[config.mk]
export PLATFORM = sky130hd
export DESIGN_NAME = stbc_front_flat
export DESIGN_NICKNAME = d
export VERILOG_FILES = /design/src/sv/stbc_pkg.sv /design/src/sv/stbc_if.sv /design/src/sv/stbc_front.sv /design/src/flat_wrapper.sv
export SDC_FILE = /design/constraint.sdc
export NUM_CORES = 1
export LEC_CHECK = 0
export ABC_CLOCK_PERIOD_IN_PS = 13300
export BUFFER_PORTS_ARGS = -buffer_cell sky130_fd_sc_hd__buf_2
export CORE_MARGIN = 2
export CORE_UTILIZATION = 50
export DETAILED_ROUTE_END_ITERATION = 7
export GPL_TIMING_DRIVEN = 0
export PLACE_DENSITY = 0.74
export SETUP_SLACK_MARGIN = 0.15
export SYNTH_ARGS = -nofsm -noshare
export SYNTH_HDL_FRONTEND = slang
export SYNTH_SLANG_ARGS = --single-unit
[constraint.sdc]
create_clock -name i_clk -period 13.3 [get_ports i_clk]
set_clock_uncertainty 0.15 [all_clocks]
set_input_delay 1.33 -clock i_clk [delete_from_list [all_inputs] [get_ports i_clk]]
set_output_delay 1.33 -clock i_clk [all_outputs]
set_load 0.02 [all_outputs]
[src/sv/stbc_pkg.sv]
`timescale 1ns / 1ps
// ----------------------------------------------------------------------------
// stbc_pkg
// Types, constants and the S, P, L functions of the 512-bit compression step.
// ----------------------------------------------------------------------------
package stbc_pkg;

    localparam int unsigned WORDS        = 8;
    localparam int unsigned WORD_W       = 64;
    localparam int unsigned IDX_W        = 3;
    localparam int unsigned ROUNDS_DEF   = 12;
    localparam int unsigned KEY_ROWS     = 12;
    localparam int unsigned QUEUE_DEPTH  = 2;

    typedef logic [WORD_W-1:0] t_word;
    typedef logic [IDX_W-1:0]  t_idx;
    typedef t_word             t_vec [WORDS];

    typedef struct packed {
        t_idx  word_index;
        t_word h_word;
        t_word m_word;
        t_word n_word;
    } t_in_item;

    typedef struct packed {
        t_idx  out_index;
        t_word hash_word;
        logic  last_word;
    } t_out_item;

    localparam logic [7:0] SUB [256] = '{
     8'hFC,8'hEE,8'hDD,8'h11,8'hCF,8'h6E,8'h31,8'h16,8'hFB,8'hC4,8'hFA,8'hDA,8'h23,8'hC5,8'h04,8'h4D,
     8'hE9,8'h77,8'hF0,8'hDB,8'h93,8'h2E,8'h99,8'hBA,8'h17,8'h36,8'hF1,8'hBB,8'h14,8'hCD,8'h5F,8'hC1,
     8'hF9,8'h18,8'h65,8'h5A,8'hE2,8'h5C,8'hEF,8'h21,8'h81,8'h1C,8'h3C,8'h42,8'h8B,8'h01,8'h8E,8'h4F,
     8'h05,8'h84,8'h02,8'hAE,8'hE3,8'h6A,8'h8F,8'hA0,8'h06,8'h0B,8'hED,8'h98,8'h7F,8'hD4,8'hD3,8'h1F,
     8'hEB,8'h34,8'h2C,8'h51,8'hEA,8'hC8,8'h48,8'hAB,8'hF2,8'h2A,8'h68,8'hA2,8'hFD,8'h3A,8'hCE,8'hCC,
     8'hB5,8'h70,8'h0E,8'h56,8'h08,8'h0C,8'h76,8'h12,8'hBF,8'h72,8'h13,8'h47,8'h9C,8'hB7,8'h5D,8'h87,
     8'h15,8'hA1,8'h96,8'h29,8'h10,8'h7B,8'h9A,8'hC7,8'hF3,8'h91,8'h78,8'h6F,8'h9D,8'h9E,8'hB2,8'hB1,
     8'h32,8'h75,8'h19,8'h3D,8'hFF,8'h35,8'h8A,8'h7E,8'h6D,8'h54,8'hC6,8'h80,8'hC3,8'hBD,8'h0D,8'h57,
     8'hDF,8'hF5,8'h24,8'hA9,8'h3E,8'hA8,8'h43,8'hC9,8'hD7,8'h79,8'hD6,8'hF6,8'h7C,8'h22,8'hB9,8'h03,
     8'hE0,8'h0F,8'hEC,8'hDE,8'h7A,8'h94,8'hB0,8'hBC,8'hDC,8'hE8,8'h28,8'h50,8'h4E,8'h33,8'h0A,8'h4A,
     8'hA7,8'h97,8'h60,8'h73,8'h1E,8'h00,8'h62,8'h44,8'h1A,8'hB8,8'h38,8'h82,8'h64,8'h9F,8'h26,8'h41,
     8'hAD,8'h45,8'h46,8'h92,8'h27,8'h5E,8'h55,8'h2F,8'h8C,8'hA3,8'hA5,8'h7D,8'h69,8'hD5,8'h95,8'h3B,
     8'h07,8'h58,8'hB3,8'h40,8'h86,8'hAC,8'h1D,8'hF7,8'h30,8'h37,8'h6B,8'hE4,8'h88,8'hD9,8'hE7,8'h89,
     8'hE1,8'h1B,8'h83,8'h49,8'h4C,8'h3F,8'hF8,8'hFE,8'h8D,8'h53,8'hAA,8'h90,8'hCA,8'hD8,8'h85,8'h61,
     8'h20,8'h71,8'h67,8'hA4,8'h2D,8'h2B,8'h09,8'h5B,8'hCB,8'h9B,8'h25,8'hD0,8'hBE,8'hE5,8'h6C,8'h52,
     8'h59,8'hA6,8'h74,8'hD2,8'hE6,8'hF4,8'hB4,8'hC0,8'hD1,8'h66,8'hAF,8'hC2,8'h39,8'h4B,8'h63,8'hB6
    };

    // row j applies when bit (63 - j) is set
    localparam t_word MIX [64] = '{
     64'h8e20faa72ba0b470,64'h47107ddd9b505a38,64'had08b0e0c3282d1c,64'hd8045870ef14980e,
     64'h6c022c38f90a4c07,64'h3601161cf205268d,64'h1b8e0b0e798c13c8,64'h83478b07b2468764,
     64'ha011d380818e8f40,64'h5086e740ce47c920,64'h2843fd2067adea10,64'h14aff010bdd87508,
     64'h0ad97808d06cb404,64'h05e23c0468365a02,64'h8c711e02341b2d01,64'h46b60f011a83988e,
     64'h90dab52a387ae76f,64'h486dd4151c3dfdb9,64'h24b86a840e90f0d2,64'h125c354207487869,
     64'h092e94218d243cba,64'h8a174a9ec8121e5d,64'h4585254f64090fa0,64'haccc9ca9328a8950,
     64'h9d4df05d5f661451,64'hc0a878a0a1330aa6,64'h60543c50de970553,64'h302a1e286fc58ca7,
     64'h18150f14b9ec46dd,64'h0c84890ad27623e0,64'h0642ca05693b9f70,64'h0321658cba93c138,
     64'h86275df09ce8aaa8,64'h439da0784e745554,64'hafc0503c273aa42a,64'hd960281e9d1d5215,
     64'he230140fc0802984,64'h71180a8960409a42,64'hb60c05ca30204d21,64'h5b068c651810a89e,
     64'h456c34887a3805b9,64'hac361a443d1c8cd2,64'h561b0d22900e4669,64'h2b838811480723ba,
     64'h9bcf4486248d9f5d,64'hc3e9224312c8c1a0,64'heffa11af0964ee50,64'hf97d86d98a327728,
     64'he4fa2054a80b329c,64'h727d102a548b194e,64'h39b008152acb8227,64'h9258048415eb419d,
     64'h492c024284fbaec0,64'haa16012142f35760,64'h550b8e9e21f7a530,64'ha48b474f9ef5dc18,
     64'h70a6a56e2440598e,64'h3853dc371220a247,64'h1ca76e95091051ad,64'h0edd37c48a08a6d8,
     64'h07e095624504536c,64'h8d70c431ac02a736,64'hc83862965601dd1b,64'h641c314b2b8ee083
    };

    localparam t_word RC [KEY_ROWS][WORDS] = '{
     '{64'hdd806559f2a64507,64'h05767436cc744d23,64'ha2422a08a460d315,64'h4b7ce09192676901,
       64'h714eb88d7585c4fc,64'h2f6a76432e45d016,64'hebcb2f81c0657c1f,64'hb1085bda1ecadae9},
     '{64'he679047021b19bb7,64'h55dda21bd7cbcd56,64'h5cb561c2db0aa7ca,64'h9ab5176b12d69958,
       64'h61d55e0f16b50131,64'hf3feea720a232b98,64'h4fe39d460f70b5d7,64'h6fa3b58aa99d2f1a},
     '{64'h991e96f50aba0ab2,64'hc2b6f443867adb31,64'hc1c93a376062db09,64'hd3e20fe490359eb1,
       64'hf2ea7514b1297b7b,64'h06f15e5f529c1f8b,64'h0a39fc286a3d8435,64'hf574dcac2bce2fc7},
     '{64'h220cbebc84e3d12e,64'h3453eaa193e837f1,64'hd8b71333935203be,64'ha9d72c82ed03d675,
       64'h9d721cad685e353f,64'h488e857e335c3c7d,64'hf948e1a05d71e4dd,64'hef1fdfb3e81566d2},
     '{64'h601758fd7c6cfe57,64'h7a56a27ea9ea63f5,64'hdfff00b723271a16,64'hbfcd1747253af5a3,
       64'h359e35d7800fffbd,64'h7f151c1f1686104a,64'h9a3f410c6ca92363,64'h4bea6bacad474799},
     '{64'hfa68407a46647d6e,64'hbf71c57236904f35,64'h0af21f66c2bec6b6,64'hcffaa6b71c9ab7b4,
       64'h187f9ab49af08ec6,64'h2d66c4f95142a46c,64'h6fa4c33b7a3039c0,64'hae4faeae1d3ad3d9},
     '{64'h8886564d3a14d493,64'h3517454ca23c4af3,64'h06476983284a0504,64'h0992abc52d822c37,
       64'hd3473e33197a93c9,64'h399ec6c7e6bf87c9,64'h51ac86febf240954,64'hf4c70e16eeaac5ec},
     '{64'ha47f0dd4bf02e71e,64'h36acc2355951a8d9,64'h69d18d2bd1a5c42f,64'hf4892bcb929b0690,
       64'h89b4443b4ddbc49a,64'h4eb7f8719c36de1e,64'h03e7aa020c6e4141,64'h9b1f5b424d93c9a7},
     '{64'h7261445183235adb,64'h0e38dc92cb1f2a60,64'h7b2b8a9aa6079c54,64'h800a440bdbb2ceb1,
       64'h3cd955b7e00d0984,64'h3a7d3a1b25894224,64'h944c9ad8ec165fde,64'h378f5a541631229b},
     '{64'h74b4c7fb98459ced,64'h3698fad1153bb6c3,64'h7a1e6c303b7652f4,64'h9fe76702af69334b,
       64'h1fffe18a1b336103,64'h8941e71cff8a78db,64'h382ae548b2e4f3f3,64'habbedea680056f52},
     '{64'h6bcaa4cd81f32d1b,64'hdea2594ac06fd85d,64'hefbacd1d7d476e98,64'h8a1d71efea48b9ca,
       64'h2001802114846679,64'hd8fa6bbbebab0761,64'h3002c6cd635afe94,64'h7bcd9ed0efc889fb},
     '{64'h48bc924af11bd720,64'hfaf417d5d9b21b99,64'he71da4aa88e12852,64'h5d80ef9d1891cc86,
       64'hf82012d430219f9b,64'hcda43c32bcdf1d77,64'hd21380b00449b17a,64'h378ee767f11631ba}
    };

    function automatic t_word mix_word(input t_word x);
        t_word r;
        r = '0;
        for (int j = 0; j < WORD_W; j++) begin
            if (x[j]) begin
                r = r ^ MIX[WORD_W-1-j];
            end
        end
        return r;
    endfunction

    // one output word k of LPS over the xor-ed vector x
    function automatic t_word lps_word(input t_vec x, input t_idx k);
        t_word w;
        w = '0;
        for (int n = 0; n < WORDS; n++) begin
            w[8*n +: 8] = SUB[x[n][8*k +: 8]];
        end
        return mix_word(w);
    endfunction

endpackage

[src/sv/stbc_if.sv]
`timescale 1ns / 1ps
// ----------------------------------------------------------------------------
// stbc_in_if / stbc_out_if
// Valid/ready channels for input items and result items.
// ----------------------------------------------------------------------------
interface stbc_in_if;
    logic                     valid;
    logic                     ready;
    logic [2:0]               word_index;
    logic [63:0]              h_word;
    logic [63:0]              m_word;
    logic [63:0]              n_word;
    modport source (output valid, word_index, h_word, m_word, n_word, input ready);
    modport sink   (input valid, word_index, h_word, m_word, n_word, output ready);
endinterface


[src/sv/stbc_front.sv]
`timescale 1ns / 1ps
// ----------------------------------------------------------------------------
// stbc_front
// Accepts input items into a short queue ahead of the compression engine.
// ----------------------------------------------------------------------------
module stbc_front (
    input  logic                  i_clk,
    input  logic                  i_rst_n,
    stbc_in_if.sink               i_in,
    output logic                  o_q_valid,
    output stbc_pkg::t_in_item    o_q_item,
    input  logic                  i_q_pop
);
    import stbc_pkg::*;

    localparam int unsigned PTR_W = $clog2(QUEUE_DEPTH);

    t_in_item         r_mem [QUEUE_DEPTH];
    logic [PTR_W-1:0] r_wr, n_wr, r_rd, n_rd;
    logic [PTR_W:0]   r_cnt, n_cnt;
    logic             push;

    assign i_in.ready = (r_cnt < (PTR_W+1)'(QUEUE_DEPTH));
    assign push       = i_in.valid && i_in.ready;
    assign o_q_valid  = (r_cnt != '0);
    assign o_q_item   = r_mem[r_rd];

    always_comb begin
        n_wr  = push ? r_wr + 1'b1 : r_wr;
        n_rd  = i_q_pop ? r_rd + 1'b1 : r_rd;
        n_cnt = r_cnt + (PTR_W+1)'(push) - (PTR_W+1)'(i_q_pop);
    end

    always_ff @(posedge i_clk) begin
        if (!i_rst_n) begin
            r_wr  <= '0;
            r_rd  <= '0;
            r_cnt <= '0;
        end else begin
            r_wr  <= n_wr;
            r_rd  <= n_rd;
            r_cnt <= n_cnt;
        end
        if (push) begin
            r_mem[r_wr] <= '{i_in.word_index, i_in.h_word, i_in.m_word, i_in.n_word};
        end
    end
endmodule

[src/flat_wrapper.sv]
// flat-port wrapper written by rule: the top's interface ports become plain ports
module stbc_front_flat import stbc_pkg::*;
  (i_clk, i_rst_n, o_q_valid, o_q_item, i_q_pop, i_in_valid, i_in_word_index, i_in_h_word, i_in_m_word, i_in_n_word, i_in_ready);
  stbc_in_if i_in_i ();
  input  logic i_clk;
  input  logic i_rst_n;
  output logic o_q_valid;
  output stbc_pkg::t_in_item o_q_item;
  input  logic i_q_pop;
  input wire logic [$bits(i_in_i.valid)-1:0] i_in_valid;
  input wire logic [$bits(i_in_i.word_index)-1:0] i_in_word_index;
  input wire logic [$bits(i_in_i.h_word)-1:0] i_in_h_word;
  input wire logic [$bits(i_in_i.m_word)-1:0] i_in_m_word;
  input wire logic [$bits(i_in_i.n_word)-1:0] i_in_n_word;
  output wire logic [$bits(i_in_i.ready)-1:0] i_in_ready;
  assign i_in_i.valid = i_in_valid;
  assign i_in_i.word_index = i_in_word_index;
  assign i_in_i.h_word = i_in_h_word;
  assign i_in_i.m_word = i_in_m_word;
  assign i_in_i.n_word = i_in_n_word;
  assign i_in_ready = i_in_i.ready;
  stbc_front u_core (.i_clk(i_clk), .i_rst_n(i_rst_n), .i_in(i_in_i), .o_q_valid(o_q_valid), .o_q_item(o_q_item), .i_q_pop(i_q_pop));
endmodule
==> results of run 1 <==
==> synth_stat cells <==
cell type	number	share of area
nor2b_1	3	0.0013
inv_1	3	0.00075
and2_1	4	0.0017
mux2_2	45	0.034
a21oi_1	1	0.00034
o21a_1	1	0.00050
ha_1	1	0.00084
xnor2_1	1	0.00059
nand2b_1	1	0.00042
buf_2	4	0.0013
xor2_1	1	0.00059
dfxtp_1	5	0.0067
nand2_1	2	0.00050
edfxtp_1	390	0.79
buf_6	18	0.014
mux2_4	150	0.15
mux2i_1	1	0.00067
==> power groups by stage <==
stage	clock (W)	combinational [W]	sequential, W
after CTS	0.00112	0.000518	0.00152
final	0.00110	0.000511	0.00152
after global routing	0.00117	0.000543	0.00152
after floorplan	0	0.000328	0.00157
after global placement	0	0.000483	0.00159
after detailed placement	0	0.000515	0.00154
==> cell families (layout without fill, tap and decap cells) <==
| logic type | count (synthesis) | in the layout |
|---|---|---|
| other cells | 0 | 6 |
| fa+ha+maj | 1 | 1 |
| buf+inv | 25 | 507 |
| flops | 395 | 395 |
| simple gates | 10 | 10 |
| mux | 196 | 196 |
| xor+xnor | 2 | 2 |
| compound gates | 2 | 2 |
==> layer usage <==
layer	GRT usage	wire length (um)	vias up
met2	0.319	15300	303
li1	-	-	3420
met4	0.0802	1010	6
met1	0.201	10700	3620
met3	0.0561	2510	66
met5	0	35	-
==> cell type report <==
type / instances / area [sq um]
sequential: 395 / 11800
fill: 2061 / 10500
multi-input combinational: 211 / 2880
timing repair buffer: 407 / 2250
clock buffer: 52 / 1110
tap: 390 / 488
buffer: 22 / 223
clock inverter: 23 / 196
antenna: 6 / 15.0
inverter: 3 / 11.3
==> per-stage QoR <==
stage	setup WS (ns)	total power [W]	area (sq um)	utilization
final	9.93	0.00312	19000	0.644
after global routing	9.82	0.00324	19000	0.644
after CTS	9.86	0.00316	19000	0.644
after detailed placement	9.56	0.00206	17700	0.599
after global placement	-3.11	0.00208	17400	0.590
after floorplan	2.19	0.00190	14900	-
==> how the worst max path moves through the flow <==
stage / startpoint / to / slack (ns)
2_1_floorplan: i_in_valid / u_core.r_wr / 2.19
3_3_place_gp: i_in_valid / u_core.r_wr / -3.11
3_5_place_dp: i_in_valid / u_core.r_mem[1][92] / 9.56
4_1_cts: flop / o_q_item[97] / 9.86
5_1_grt: flop / o_q_item[97] / 9.82
6_report: flop / o_q_item[97] / 9.93
==> worst reg2reg max path: cells and delay by family (launching register included) <==
kind / cells / cell delay (ns)
flip-flops: 1 / 0.32
buffers and inverters: 4 / 0.88
AND/OR/NAND/NOR: 2 / 0.91
==> state kept, by name (all words and copies together), names as in the netlist, named ones only <==
| signal | cells |
|---|---|
| u_core.r_cnt | 2 |
| u_core.r_wr | 1 |
| u_core.r_mem | 390 |
| u_core.r_rd | 1 |
==> insert_results.sql, run 1 <==
INSERT INTO impl_metrics (metric_group, metric, value, unit) VALUES
('power_and_ir_drop', 'p_per_area', '165', 'nW/um^2'),
('floorplanning', 'coreArea', '29500', 'sq um'),
('clock_tree', 'clock_latency_on_the_worst_skew_pair', '0.52', 'ns'),
('floorplanning', 'die_area', '31200', 'sq um'),
('power_and_ir_drop', 'ir_worst_vdd', '0.000124', 'V'),
('clock_tree', 'tritoncts', 'yes', ''),
('logic_synthesis', 'synthesized_area_divided_by_synthesized_cell_count', '23.6', 'sq um'),
('worst_setup_path', 'endpoint_class_of_the_critical_path', 'output port', ''),
('power_and_ir_drop', 'p_clk_frac', '0.351', ''),
('timing', 'achievable-frequency', '0.297', 'GHz'),
('worst_setup_path', 'worstReg2RegEnd', 'u_core.r_mem[0][94]', ''),
('worst_setup_path', 'rr_startpoint', 'u_core.r_cnt[1]', ''),
('clock_tree', 'cts_root_buffer', 'clkbuf_16', ''),
('worst_setup_path', 'cp_top_family', 'buffers and inverters', ''),
('logic_synthesis', 'dominant_combinational_cell_family_by_area_after_synthesis', 'multiplexers', ''),
('clock_tree', 'post_cts_resized', '0', ''),
('timing', 'setup_violations', '0', ''),
('flow_run', 'max-cap-violations', '0', ''),
('cells_and_area', 'layout.cells.most_common', 'buf_2', ''),
('clock_tree', 'cts_htree_levels', '2', ''),
('worst_setup_path', 'r2r.worst_path.cells', '6', ''),
('logic_synthesis', 'synth_mux_area_frac', '0.186', ''),
('worst_setup_path', 'setup.worst_path.start_class', 'flop', ''),
('placement', 'gpl.final_weighted_congestion', '0.725', ''),
('cells_and_area', 'drive_above_1_share', '0.615', ''),
('worst_setup_path', 'timing.reg2reg.setup_slack', '10.73', 'ns'),
('power_and_ir_drop', 'power_frac_comb', '0.163', ''),
('logic_synthesis', 'synth_fp_nets', '831', ''),
('worst_setup_path', 'largest_fanout_on_the_critical_path', '10', ''),
('timing', 'max_slew.worst_pin.slew', '0.584', 'ns'),
('global_route', 'first_global_vias', '7665', ''),
('power_and_ir_drop', 'sw_pwr', '0.000756', 'W'),
('timing', 'min_period', '3.37', 'ns'),
('worst_setup_path', 'critPathArrivalTime', '1.89', 'ns'),
('drt', 'drt-initial-drc-count', '475', ''),
('logic_synthesis', 'post_synth_xor_area_fraction', '0.00117', ''),
('worst_setup_path', 'critPathMostFrequentCell', 'buf_6', ''),
('cells_and_area', 'nNetsFinal', '1281', ''),
('global_route', 'first_pass_grt_wire_length', '42.7', 'mm'),
('drt', 'drt_wl_total', '29.5', 'mm'),
('clock_tree', 'clock_sink_count', '395', ''),
('drt', 'drc', '0', ''),
('cells_and_area', 'post_layout_nonfiller_instances', '1509', ''),
('placement', 'total_of_buffers_placed_on_input_and_output_ports', '395', ''),
('timing', 'report.final.slew_viol_count', '0', ''),
('timing', 'finalHoldViolCount', '0', ''),
('logic_synthesis', 'cells_after_synth', '631', ''),
('drt', 'drt-wirelength-per-cell', '19.6', 'um'),
('global_route', 'grt_overflow', '0', ''),
('power_and_ir_drop', 'p_leak', '7.46', 'nW'),
('floorplanning', 'dieWidth', '177', 'um'),
('clock_tree', 'cts_buffers', '41', ''),
('logic_synthesis', 'synth-seq-area-share', '0.792', ''),
('worst_setup_path', 'critical_path.slowest_cell', 'dfxtp_1', ''),
('power_and_ir_drop', 'p_sw_frac', '0.242', ''),
('floorplanning', 'die_y', '177', 'um'),
('clock_tree', 'cts_setup_buffers', '0', ''),
('floorplanning', 'row_count', '63', ''),
('worst_setup_path', 'timing_worst_setup_path_type', 'reg -> out', ''),
('worst_setup_path', 'cp_num_cells', '5', ''),
('worst_setup_path', 'timing.critical_path.slowest_cell_delay', '0.32', 'ns'),
('drt', 'routed-via-count', '7415', ''),
('timing', 'slew-limit-headroom', '0.610', ''),
('clock_tree', 'ctsLongestPathBuffers', '3', ''),
('timing', 'setup_total_negative_slack', '0', 'ns'),
('placement', 'detailed_place_hpwl', '20.5', 'mm'),
('logic_synthesis', 'synth_simple_gate_area_share', '0.00386', ''),
('drt', 'drt-vias-per-instance', '4.91', ''),
('logic_synthesis', 'yosysWarnings', '0', ''),
('status', 'status', 'completed', ''),
('global_route', 'grt_max_degree', '52', '');
(Power assumes the default switching activity.)
==> run 2, diff against run 1 <==
Settings changed: ABC_AREA set to 1, ABC_CLOCK_PERIOD_IN_PS 13300 to 3000, CORE_UTILIZATION 50 to 47, PLACE_DENSITY 0.74 to 0.73.
Clock period 13.3 ns to 3 ns, I/O delays scaled along.
==> insert_results.sql, run 2 <==
INSERT INTO impl_metrics (metric_group, metric, value, unit) VALUES
('floorplanning', 'die_area', '33200', 'sq um'),
('drt', 'drt-vias-per-instance', '4.77', ''),
('timing', 'setup_violations', '0', ''),
('logic_synthesis', 'netlist_top_cells_count', '390 x edfxtp_1, 150 x mux2_4, 45 x mux2_2', ''),
('logic_synthesis', 'cells_after_synth', '639', ''),
('worst_setup_path', 'critPathMostFrequentCell', 'buf_12', ''),
('cells_and_area', 'largest_register_ffs', '390', ''),
('worst_setup_path', 'largest_fanout_on_the_critical_path', '32', ''),
('cells_and_area', 'layout_stage_area_growth_over_the_synthesis_result', '40.9', '%'),
('drt', 'antenna_nets_post_route', '0', ''),
('worst_setup_path', 'worstPathCellList', 'inv_4, nand2_4, nor2_4, buf_12, buf_12, buf_12', ''),
('timing', 'finalHoldViolCount', '0', ''),
('worst_setup_path', 'critical_path.slowest_cell', 'nor2_4', ''),
('cells_and_area', 'post_layout_nonfiller_instances', '1722', ''),
('cells_and_area', 'regMostFlops', 'u_core.r_mem', ''),
('drt', 'drt-initial-drc-count', '300', ''),
('logic_synthesis', 'synthesized_area_divided_by_synthesized_cell_count', '23.3', 'sq um'),
('worst_setup_path', 'critPathRequiredTime', '3.06', 'ns'),
('timing', 'period_share', '0.832', ''),
('placement', 'placement.setup.worst_slack', '0.460', 'ns'),
('worst_setup_path', 'critPathArrivalTime', '2.55', 'ns'),
('timing', 'report.final.slew_viol_count', '0', ''),
('logic_synthesis', 'ys_seq_elements', '395', ''),
('global_route', 'first_global_vias', '9014', ''),
('clock_tree', 'clock_sink_count', '395', ''),
('logic_synthesis', 'synthMostInstantiatedCell', 'edfxtp_1', ''),
('clock_tree', 'tritoncts', 'yes', ''),
('drt', 'drt_wl_total', '32.9', 'mm'),
('global_route', 'gr-usage-all-layers', '0.194', ''),
('clock_tree', 'cts_buffers', '42', ''),
('cells_and_area', 'multi_input_gate_area_in_the_final_layout', '2870', 'sq um'),
('cells_and_area', 'nNetsFinal', '1488', ''),
('floorplanning', 'io-pin-count', '396', ''),
('worst_setup_path', 'timing_worst_setup_path_type', 'reg -> reg', ''),
('floorplanning', 'initial_utilization', '0.475', ''),
('clock_tree', 'cts_setup_buffers', '0', ''),
('cells_and_area', 'number_of_filler_instances_in_the_final_layout', '2047', ''),
('global_route', 'grt_max_degree', '34', ''),
('drt', 'routed-via-count', '8217', ''),
('drt', 'drt-wirelength-per-cell', '19.1', 'um'),
('logic_synthesis', 'synthesis.area', '14900', 'sq um'),
('cells_and_area', 'seqCellArea', '11800', 'sq um'),
('placement', 'gpl.final_weighted_congestion', '0.747', ''),
('clock_tree', 'cts_root_buffer', 'clkbuf_16', ''),
('drt', 'drtPass1Iterations', '4', ''),
('cells_and_area', 'largest_registers', 'u_core.r_mem (390), u_core.r_cnt (2)', ''),
('placement', 'total_of_buffers_placed_on_input_and_output_ports', '395', ''),
('logic_synthesis', 'synth_fp_nets', '839', ''),
('cells_and_area', 'design_area', '21000', 'sq um'),
('cells_and_area', 'most_frequent_cells_in_the_layout', '399 x buf_2, 390 x edfxtp_1, 197 x dlygate4sd3_1', ''),
('timing', 'max_slew.worst_pin.slew', '0.933', 'ns'),
('logic_synthesis', 'synthDistinctLibCells', '13', ''),
('placement', 'postPlaceCellArea', '17700', 'sq um'),
('floorplanning', 'row_count', '65', ''),
('global_route', 'antenna_found_initial', '3', ''),
('min_path', 'min_path_type', 'in -> reg', ''),
('cells_and_area', 'layout.cells.most_common', 'buf_2', ''),
('power_and_ir_drop', 'ir_worst_vdd', '0.000553', 'V'),
('logic_synthesis', 'synth-seq-area-share', '0.792', ''),
('placement', 'post-place-cells', '1449', ''),
('clock_tree', 'post_cts_resized', '0', ''),
('timing', 'slew-limit-headroom', '0.376', ''),
('placement', 'detailed_place_hpwl', '21.0', 'mm'),
('clock_tree', 'cts_htree_levels', '2', ''),
('global_route', 'grt_overflow', '0', ''),
('flow_run', 'max-cap-violations', '0', ''),
('clock_tree', 'clock_latency_on_the_worst_skew_pair', '0.52', 'ns'),
('clock_tree', 'ctsLongestPathBuffers', '3', ''),
('logic_synthesis', 'top_reg_cell_synth', 'edfxtp_1', ''),
('cells_and_area', 'drive_above_1_share', '0.522', ''),
('status', 'status', 'completed', ''),
('logic_synthesis', 'yosysWarnings', '0', ''),
('worst_setup_path', 'number_of_buffer_and_inverter_stages_on_the_critical_path', '4', ''),
('logic_synthesis', 'synth_enable_flop_cells', '390', ''),
('worst_setup_path', 'setup.worst_path.start_class', 'flop', ''),
('worst_setup_path', 'endpoint_class_of_the_critical_path', 'flop', ''),
('global_route', 'first_pass_grt_wire_length', '49.5', 'mm'),
('drt', 'drc', '0', ''),
('timing', 'postLayoutSetupSlackWorst', '0.503', 'ns'),
('timing', 'min_period', '2.50', 'ns'),
('timing', 'achievable-frequency', '0.401', 'GHz'),
('logic_synthesis', 'synthDominantAreaCellType', 'edfxtp_1', ''),
('power_and_ir_drop', 'p_leak', '8.32', 'nW'),
('worst_setup_path', 'cp_top_family', 'buffers and inverters', ''),
('worst_setup_path', 'timing.critical_path.slowest_cell_delay', '0.74', 'ns'),
('floorplanning', 'dieWidth', '182', 'um'),
('floorplanning', 'die_y', '182', 'um'),
('floorplanning', 'coreArea', '31400', 'sq um'),
('logic_synthesis', 'synth.area.top_cells', 'edfxtp_1 79%, mux2_4 15%, mux2_2 3.4%', ''),
('clock_tree', 'cts_hold_buffers', '197', ''),
('logic_synthesis', 'async_flop_share', '0', ''),
('logic_synthesis', 'synth_top_area_frac', '0.786', ''),
('clock_tree', 'clk_pin_slew_worst_paths', '0.06', 'ns'),
('power_and_ir_drop', 'p_per_area', '644', 'nW/um^2'),
('timing', 'rsz0062_at_grt', 'false', '');
-- run 2: cell types whose count changed in the layout (fill, tap and decap cells not counted), sizes merged, moves of 2 or more --
cell,delta
dlygate4sd3,+197
nor2,+10
and2,-4
nand2,+4
diode,-3
nor2b,-3
clkinvlp,-2
o21ai,+2
-- run 2: through the flow --
step	setup TNS [ns]	total power [W]	utilization	hold WS, ns
CTS	0	0.0136	0.669	0.00812
global route	0	0.0140	0.669	0.0657
floorplan	-369.25	0.00782	-	0.249
finish	0	0.0135	0.669	0.0377
global placement	-980.45	0.00842	0.555	0.330
detailed placement	0	0.00848	0.564	0.338
-- run 2: power breakdown --
group          internal (W)  total, W  switching [W]
combinational      0.000938   0.00200        0.00106
sequential          0.00650   0.00659      0.0000919
clock               0.00297   0.00495        0.00197
-- run 2: worst reg2reg max path, cell delays in order, from the launching register on --
cell,delay (ns)
dfxtp_2,0.32
inv_4,0.08
nand2_4,0.08
nor2_4,0.74
buf_12,0.31
buf_12,0.23
buf_12,0.25
-- run 2: metal layers --
metal	up-vias	part of all wire	GRT usage
met2	286	0.53	0.359
met1	4018	0.37	0.215
met4	0	0.035	0.0771
met3	70	0.063	0.0473
met5	-	0	0
li1	3843	-	-
-- run 2: cells by family (layout without fill, tap and decap cells) --
| kind of cell | Yosys count | after routing | share of synthesized area |
|---|---|---|---|
| flops | 395 | 395 | 0.792 |
| buf+inv | 28 | 706 | 0.0164 |
| compound gates | 3 | 3 | 0.00101 |
| fa+ha+maj | 1 | 1 | 0.000839 |
| mux | 195 | 195 | 0.185 |
| simple gates | 17 | 17 | 0.00436 |
| other cells | 0 | 3 | 0 |
-- run 2: worst paths after layout --
path | slack (ns) | start | cells after the start | end
worst max-delay path | 0.50 | u_core.r_cnt[1] | 6 | u_core.r_mem[0][112]
worst min-delay path | 0.04 | i_in_valid | 4 | u_core.r_cnt[1]
worst max register to register | 0.50 | u_core.r_cnt[1] | 6 | u_core.r_mem[0][112]
worst min register to register | 0.35 | u_core.r_rd | 2 | flop
-- run 2: cell type report --
| cell class | count | share of cell area |
|---|---|---|
| diodes | 3 | 0.000357 |
| plain buffers | 22 | 0.0106 |
| clock buffers | 53 | 0.0550 |
| clock inverters | 20 | 0.00804 |
| inverters | 6 | 0.00119 |
| multi-input cells | 216 | 0.137 |
| flip-flops and latches | 395 | 0.562 |
| well taps | 402 | 0.0239 |
| repair buffers | 605 | 0.201 |
